## config.mk

```make
export PLATFORM = sky130hd
export DESIGN_NAME = pexp_fma
export DESIGN_NICKNAME = d
export VERILOG_FILES = /design/src/rtl/core/pexp_pkg.sv /design/src/rtl/core/pexp_fma.sv
export SDC_FILE = /design/constraint.sdc
export NUM_CORES = 2
export LEC_CHECK = 0
export BUFFER_PORTS_ARGS = -buffer_cell sky130_fd_sc_hd__buf_2
export CAP_MARGIN = 40
export CORE_ASPECT_RATIO = 1.4
export CORE_MARGIN = 4
export CORE_UTILIZATION = 60
export DETAILED_ROUTE_END_ITERATION = 12
export PLACE_DENSITY_LB_ADDON = 0.25
export SLEW_MARGIN = 25
export SYNTH_ARGS = -nofsm -noshare
export SYNTH_HDL_FRONTEND = slang
export SYNTH_SLANG_ARGS = --single-unit
```

## constraint.sdc

```tcl
create_clock -name i_clk -period 13.4 [get_ports i_clk]
set_input_delay 0.67 -clock i_clk [delete_from_list [all_inputs] [get_ports i_clk]]
set_output_delay 0.67 -clock i_clk [all_outputs]
set_load 0.01 [all_outputs]
```

## src/rtl/core/pexp_pkg.sv

```systemverilog
`timescale 1ns / 1ps
// ----------------------------------------------------------------------------
// pexp_pkg
// Shared constants and types for the single-precision exponential core.
// ----------------------------------------------------------------------------
package pexp_pkg;

    localparam int FMA_LAT = 5;   // register stages in one fused multiply-add
    localparam int EXP_W   = 12;  // signed internal exponent width

    localparam logic [31:0] SIGN_BIT = 32'h8000_0000;
    localparam logic [31:0] POS_INF  = 32'h7F80_0000;
    localparam logic [31:0] QNAN     = 32'h7FC0_0000;
    localparam logic [31:0] MAGIC_R  = 32'h4B40_0000;
    localparam logic [31:0] LOG2E    = 32'h3FB8_AA3B;
    localparam logic [31:0] LN2_LO   = 32'h35BF_BE8E;
    localparam logic [31:0] LN2_HI   = 32'h3F31_7200;
    localparam logic [31:0] ONE_BITS = 32'h3F80_0000;
    localparam logic [31:0] PC1      = 32'h3C07_2010;
    localparam logic [31:0] PC2      = 32'h3D2B_9F17;
    localparam logic [31:0] PC3      = 32'h3E2A_AF33;
    localparam logic [31:0] PC4      = 32'h3EFF_FEDB;
    localparam logic [31:0] PC5      = 32'h3F7F_FFF6;
    localparam logic [31:0] NEG_BIAS = 32'h8200_0000;
    localparam logic [31:0] SCALE_HI = 32'h7F00_0000;
    localparam logic [31:0] F126     = 32'h42FC_0000;
    localparam logic [31:0] F192     = 32'h4340_0000;

    typedef struct packed {
        logic [31:0] k;
        logic [31:0] s2;
        logic [31:0] s1;
        logic        nan;
        logic        lo;
        logic        hi;
        logic        sat_pos;
    } t_side;

endpackage

```

## src/rtl/core/pexp_fma.sv

```systemverilog
`timescale 1ns / 1ps
// ----------------------------------------------------------------------------
// pexp_fma
// Pipelined binary32 fused multiply-add a*b+c, one rounding, nearest-even.
// Stages: unpack/multiply, normalise/order, align/add, count, round/pack.
// ----------------------------------------------------------------------------
module pexp_fma (
    input  logic        i_clk,
    input  logic        i_ce,
    input  logic [31:0] i_a,
    input  logic [31:0] i_b,
    input  logic [31:0] i_c,
    output logic [31:0] o_r
);

    localparam int EW = pexp_pkg::EXP_W;

    function automatic logic [5:0] msb62(input logic [61:0] v);
        logic [5:0] p;
        p = 6'd0;
        for (int i = 0; i < 62; i++) begin
            if (v[i]) begin
                p = 6'(i);
            end
        end
        return p;
    endfunction

    // ---------------- stage 1 ----------------
    logic           n1_byp;
    logic [31:0]    n1_bval;
    logic [47:0]    n1_pm;
    logic [EW-1:0]  n1_pe;
    logic [EW-1:0]  n1_ec;
    logic [23:0]    n1_mc;
    logic           n1_ps;
    logic           r1_byp, r1_ps, r1_sc, r1_cz;
    logic [31:0]    r1_bval;
    logic [47:0]    r1_pm;
    logic [EW-1:0]  r1_pe, r1_ec;
    logic [23:0]    r1_mc;

    logic [30:0] w_aa, w_ab, w_ac;
    logic        w_nan, w_ainf, w_binf, w_cinf;
    logic [23:0] w_ma, w_mb;
    logic [EW-1:0] w_ea, w_eb;

    always_comb begin
        w_aa   = i_a[30:0];
        w_ab   = i_b[30:0];
        w_ac   = i_c[30:0];
        w_nan  = (w_aa > pexp_pkg::POS_INF[30:0]) || (w_ab > pexp_pkg::POS_INF[30:0])
                 || (w_ac > pexp_pkg::POS_INF[30:0]);
        w_ainf = (w_aa == pexp_pkg::POS_INF[30:0]);
        w_binf = (w_ab == pexp_pkg::POS_INF[30:0]);
        w_cinf = (w_ac == pexp_pkg::POS_INF[30:0]);
        n1_ps  = i_a[31] ^ i_b[31];
        w_ma   = {(i_a[30:23] != 8'd0), i_a[22:0]};
        w_mb   = {(i_b[30:23] != 8'd0), i_b[22:0]};
        n1_mc  = {(i_c[30:23] != 8'd0), i_c[22:0]};
        w_ea   = (i_a[30:23] == 8'd0) ? -EW'(149) : $signed({4'b0, i_a[30:23]}) - EW'(150);
        w_eb   = (i_b[30:23] == 8'd0) ? -EW'(149) : $signed({4'b0, i_b[30:23]}) - EW'(150);
        n1_ec  = (i_c[30:23] == 8'd0) ? -EW'(149) : $signed({4'b0, i_c[30:23]}) - EW'(150);
        n1_pe  = w_ea + w_eb;
        n1_pm  = w_ma * w_mb;
        n1_byp  = 1'b1;
        n1_bval = i_c;
        if (w_nan) begin
            n1_bval = pexp_pkg::QNAN;
        end else if (w_ainf || w_binf) begin
            if (w_aa == 31'd0 || w_ab == 31'd0) begin
                n1_bval = pexp_pkg::QNAN;
            end else if (w_cinf && (i_c[31] != n1_ps)) begin
                n1_bval = pexp_pkg::QNAN;
            end else begin
                n1_bval = {n1_ps, pexp_pkg::POS_INF[30:0]};
            end
        end else if (w_cinf) begin
            n1_bval = i_c;
        end else if (w_ma == 24'd0 || w_mb == 24'd0) begin
            if (n1_mc == 24'd0) begin
                n1_bval = {n1_ps & i_c[31], 31'd0};
            end else begin
                n1_bval = i_c;
            end
        end else begin
            n1_byp = 1'b0;
        end
    end

    always_ff @(posedge i_clk) begin
        if (i_ce) begin
            r1_byp  <= n1_byp;
            r1_bval <= n1_bval;
            r1_pm   <= n1_pm;
            r1_pe   <= n1_pe;
            r1_ps   <= n1_ps;
            r1_mc   <= n1_mc;
            r1_ec   <= n1_ec;
            r1_sc   <= i_c[31];
            r1_cz   <= (n1_mc == 24'd0);
        end
    end

    // ---------------- stage 2 ----------------
    logic [5:0]    w_pp, w_pc, w_shp, w_shc;
    logic [60:0]   w_pmn, w_mcn;
    logic [EW-1:0] w_pen, w_ecn, w_d;
    logic [60:0]   n2_big, n2_small;
    logic [EW-1:0] n2_ebig, n2_esm;
    logic          n2_sbig, n2_ssm;
    logic [5:0]    n2_dc;
    logic          r2_byp, r2_sbig, r2_ssm;
    logic [31:0]   r2_bval;
    logic [60:0]   r2_big, r2_small;
    logic [EW-1:0] r2_ebig;
    logic [5:0]    r2_dc;

    always_comb begin
        w_pp  = msb62({14'd0, r1_pm});
        w_pc  = msb62({38'd0, r1_mc});
        w_shp = 6'd60 - w_pp;
        w_shc = 6'd60 - w_pc;
        w_pmn = {13'd0, r1_pm} << w_shp;
        w_mcn = {37'd0, r1_mc} << w_shc;
        w_pen = r1_pe - $signed({{(EW-6){1'b0}}, w_shp});
        w_ecn = r1_ec - $signed({{(EW-6){1'b0}}, w_shc});
        if (r1_cz) begin
            n2_big = w_pmn; n2_ebig = w_pen; n2_sbig = r1_ps;
            n2_small = 61'd0; n2_esm = w_pen; n2_ssm = r1_ps;
        end else if ($signed(w_pen) > $signed(w_ecn)
                     || (w_pen == w_ecn && w_pmn >= w_mcn)) begin
            n2_big = w_pmn; n2_ebig = w_pen; n2_sbig = r1_ps;
            n2_small = w_mcn; n2_esm = w_ecn; n2_ssm = r1_sc;
        end else begin
            n2_big = w_mcn; n2_ebig = w_ecn; n2_sbig = r1_sc;
            n2_small = w_pmn; n2_esm = w_pen; n2_ssm = r1_ps;
        end
        w_d   = n2_ebig - n2_esm;
        n2_dc = ($signed(w_d) > $signed(EW'(62))) ? 6'd63 : w_d[5:0];
    end

    always_ff @(posedge i_clk) begin
        if (i_ce) begin
            r2_byp   <= r1_byp;
            r2_bval  <= r1_bval;
            r2_big   <= n2_big;
            r2_small <= n2_small;
            r2_ebig  <= n2_ebig;
            r2_sbig  <= n2_sbig;
            r2_ssm   <= n2_ssm;
            r2_dc    <= n2_dc;
        end
    end

    // ---------------- stage 3 ----------------
    logic [60:0]   w_msk, w_sal;
    logic [61:0]   n3_r;
    logic          n3_byp;
    logic [31:0]   n3_bval;
    logic          r3_byp, r3_sbig;
    logic [31:0]   r3_bval;
    logic [61:0]   r3_r;
    logic [EW-1:0] r3_ebig;

    always_comb begin
        w_msk = ~({61{1'b1}} << r2_dc);
        if (r2_dc == 6'd63) begin
            w_sal = 61'd1;
        end else begin
            w_sal = (r2_small >> r2_dc) | {60'd0, |(r2_small & w_msk)};
        end
        if (r2_sbig == r2_ssm) begin
            n3_r = {1'b0, r2_big} + {1'b0, w_sal};
        end else begin
            n3_r = {1'b0, r2_big} - {1'b0, w_sal};
        end
        n3_byp  = r2_byp;
        n3_bval = r2_bval;
        if (!r2_byp && n3_r == 62'd0) begin
            n3_byp  = 1'b1;
            n3_bval = 32'd0;
        end
    end

    always_ff @(posedge i_clk) begin
        if (i_ce) begin
            r3_byp  <= n3_byp;
            r3_bval <= n3_bval;
            r3_r    <= n3_r;
            r3_ebig <= r2_ebig;
            r3_sbig <= r2_sbig;
        end
    end

    // ---------------- stage 4 ----------------
    logic [5:0]    w_p4;
    logic [EW-1:0] n4_emsb, w_ex;
    logic [5:0]    n4_extra;
    logic          r4_byp, r4_s;
    logic [31:0]   r4_bval;
    logic [61:0]   r4_rn;
    logic [EW-1:0] r4_emsb;
    logic [5:0]    r4_extra;

    always_comb begin
        w_p4    = msb62(r3_r);
        n4_emsb = r3_ebig + $signed({{(EW-6){1'b0}}, w_p4});
        w_ex    = -EW'(126) - n4_emsb;
        if ($signed(w_ex) <= 0) begin
            n4_extra = 6'd0;
        end else if ($signed(w_ex) > $signed(EW'(63))) begin
            n4_extra = 6'd63;
        end else begin
            n4_extra = w_ex[5:0];
        end
    end

    always_ff @(posedge i_clk) begin
        if (i_ce) begin
            r4_byp   <= r3_byp;
            r4_bval  <= r3_bval;
            r4_rn    <= r3_r << (6'd61 - w_p4);
            r4_emsb  <= n4_emsb;
            r4_extra <= n4_extra;
            r4_s     <= r3_sbig;
        end
    end

    // ---------------- stage 5 ----------------
    logic [61:0]   w_rs, w_m5k;
    logic          w_g, w_st, w_up;
    logic [24:0]   w_mr;
    logic [23:0]   w_mm;
    logic [EW-1:0] w_le, w_be;
    logic [31:0]   n5_y;
    logic [31:0]   r5_y;

    always_comb begin
        w_rs  = r4_rn >> r4_extra;
        w_m5k = ~({62{1'b1}} << r4_extra);
        w_g   = w_rs[37];
        w_st  = (|w_rs[36:0]) | (|(r4_rn & w_m5k));
        w_up  = w_g & (w_st | w_rs[38]);
        w_mr  = {1'b0, w_rs[61:38]} + {24'd0, w_up};
        w_le  = r4_emsb - EW'(23) + $signed({{(EW-6){1'b0}}, r4_extra});
        if (w_mr[24]) begin
            w_mm = w_mr[24:1];
            w_le = w_le + EW'(1);
        end else begin
            w_mm = w_mr[23:0];
        end
        w_be = w_le + EW'(149);
        if (r4_byp) begin
            n5_y = r4_bval;
        end else if (w_mm == 24'd0) begin
            n5_y = {r4_s, 31'd0};
        end else if ($signed(w_be) >= $signed(EW'(254))) begin
            n5_y = {r4_s, pexp_pkg::POS_INF[30:0]};
        end else begin
            n5_y = {r4_s, {w_be[7:0], 23'd0} + {7'd0, w_mm}};
        end
    end

    always_ff @(posedge i_clk) begin
        if (i_ce) begin
            r5_y <= n5_y;
        end
    end

    assign o_r = r5_y;

endmodule

```

==> flow_summary_export.csv <==
group,metric,value,unit
grt,grt.overflow.total,0,
yosys,synthesis.area,0.06910,mm2
critical_path,crit_path_start,"r1_pm[18]",
status,status,"finished clean",
critical_path,slowest_delay,740,ps
timing,tightestPinTransition,991.1,ps
critical_path,reg2reg_slack,2110,ps
clock_network,post_cts_resize_count,0,
drt,num_vias,59968,
placement,gp_congestion,1.037,
yosys,synthCells,7391,
clock_network,clkLatencyLatePin,680,ps
critical_path,reg2reg_from,"r1_pm[18]",
clock_network,clk_pin_slew,60,ps
critical_path,slowest_stage,"or4b_2",
yosys,synth.avg_cell_area,9.349,um2
yosys,yosys.area_share.simple,16.61,%
timing,relSlewSlack,33.93,%
min_path,holdCritPathClass,"input port to flip-flop",
yosys,synthAdderAreaFrac,21.15,%
clock_network,cts.sinks,558,
grt,grt_pass1_vias,60154,
clock_network,clk_path_buf_depth,3,
critical_path,reg2regPathDepth,38,
yosys,synthXorXnorAreaFrac,3.162,%
die,core_area,0.1146,mm2
die,fp.dieW,294.8,um
yosys,synth_ff_type,"edfxtp_1",
critical_path,crit_fanout,69,
critical_path,crit_path_end,"r2_dc[0]",
timing,period_minus_slack,11290,ps
drt,wirelength,235.0,mm
yosys,async_flop_share,0,%
drt,postRouteAntennaNets,0,
placement,numPortBuffers,129,
grt,grt_max_degree,188,
timing,fmax,88.57,MHz
yosys,yosysUniqueCellTypes,116,
clock_network,cts_buffers,55,
grt,grt_first_pass_wirelength,355.6,mm
clock_network,postCtsSetupBuffers,0,
yosys,synth_top_family_by_area,"adder cells",
cells_and_area,area_delta_synth_final,6.113,%
cells_and_area,fillCellCount,9519,
critical_path,cp_num_cells,38,
timing,setup_tns,0,ps
critical_path,cp.buffers_inverters,7,
cells_and_area,final_cell_mix,"nand2_1, inv_1, edfxtp_1",
timing,hold_viol_final,0,
cells_and_area,final_util,63.99,%
yosys,synth_edf_count,558,
clock_network,htreeDepth,2,
flow_run,maxCapViolCount,0,
timing,finalClockSkew,53.90,ps
drt,drt_first_pass_iters,12,
clock_network,postCtsHoldBufs,0,
timing,setup_viol,0,
critical_path,critPathCaptureType,"flip-flop",
critical_path,timing.rr.end,"r2_dc[0]",
die,die-area,0.1207,mm2
die,num_io_pins,130,
critical_path,cp.arrival,11780,ps
cells_and_area,layout_commonest_cell,"nand2_1",
die,rows,147,
timing,rsz0062_at_grt,"no",
cells_and_area,nets,8260,
critical_path,cpMostUsedCell,"buf_4",
clock_network,cts_tree,"done",
critical_path,cpLargestDelayFamily,"compound AO/OA/AOI/OAI gates",
drt,drt_iter0_drc,6257,
drt,wl_per_cell,26.54,um
die,die_y,409.5,um
yosys,seq_area_frac_synth,24.25,%
drt,drc,0,
yosys,yosys.area.top_type,"edfxtp_1",
placement,dpl.hpwl,180.3,mm
yosys,synth_top_cell_area_share,24.25,%
critical_path,critPathLaunchType,"flip-flop",
critical_path,crit_type,"flip-flop to flip-flop",
cells_and_area,drive_above_1_share,10.40,%
yosys,ys_warn_count,0,
yosys,synth_compound_area_share,14.67,%
grt,track_usage,38.48,%
grt,antenna_found_initial,29,
yosys,yosys-top-cells-area,"edfxtp_1, fa_1, mux4_2, ha_1, mux2i_1",
timing,maxSlewViolCount,0,
clock_network,root_buffer,"clkbuf_16",
die,initial_core_util,60.30,%
drt,viasPerCell,6.773,
critical_path,critical_path_required,13890,ps
timing,min_period_over_period,84.25,%
yosys,ys_seq_elements,558,
yosys,yosys-mux-area-fraction,13.61,%
## state kept, by name (all words and copies together), names as in the netlist, 48 cells and up
name,count
r3_r,62
r4_rn,62
r2_big,61
r2_small,61
r1_pm,48
## worst min-delay path by stage
stage	from	end	slack, ps	cells past startpoint
finish	i_c[8]	r1_mc[8]	210	1
detailed placement	r1_bval[13]	r2_bval[13]	400	0
global route	i_c[7]	r1_mc[7]	180	1
floorplan	r1_bval[0]	r2_bval[0]	400	0
CTS	i_c[7]	r1_mc[7]	160	1
global placement	r1_bval[16]	r2_bval[16]	400	0
## through the flow
step	instances	hold WS (ps)	area [um2]	setup slack [ps]
finish	8854	209.4	73320	2110
global route	8839	182.3	73290	1371
CTS	8815	161.7	73040	1979
detailed placement	8712	404.5	71050	2042
global placement	8699	400.6	70830	2117
floorplan	7434	400.3	69260	2470
## cell usage after synthesis, types with 96 or more instances
cell type	number
a21o_1	110
a21oi_1	340
and2_1	269
clkbuf_1	353
edfxtp_1	558
fa_1	489
ha_1	379
inv_1	725
mux2_2	96
mux2i_1	340
mux4_2	215
nand2_1	825
nand3_1	127
nor2_1	490
nor3_1	176
o21ai_0	275
xnor2_1	166
## per-layer routing
metal / wire, um / global-route usage (%) / vias to the layer above / share of wire [%]
met1: 76100 / 41.08 / 29032 / 32
met4: 23000 / 29.46 / 18 / 9.8
met2: 115800 / 66.93 / 3471 / 49
met3: 19980 / 7.341 / 1146 / 8.5
met5: 109 / 0.2439 / - / 0.046
li1: - / - / 26301 / -
## final cells by class
class                      count  area [um2]  share of cell area (%)
clock buffer                  61        1399                   1.908
multi-input combinational   5700       48160                   65.69
timing repair buffer         240        1718                   2.343
tap                         1490        1864                   2.543
antenna                       24       60.06                 0.08191
inverter                     739        2774                   3.783
clock inverter                42       588.1                  0.8020
sequential                   558       16760                   22.85
## cells by family (layout without fill, tap and decap cells)
logic type / after synthesis / after routing
flops: 558 / 558
simple gates: 2373 / 2373
other cells: 2 / 69
buf+inv: 1176 / 1082
xor+xnor: 247 / 247
fa+ha+maj: 876 / 876
compound gates: 1503 / 1503
mux: 656 / 656
Power is left out: the tool's default activity adds up to more than one toggle a clock period on the data nets, which glitch-free logic cannot reach.
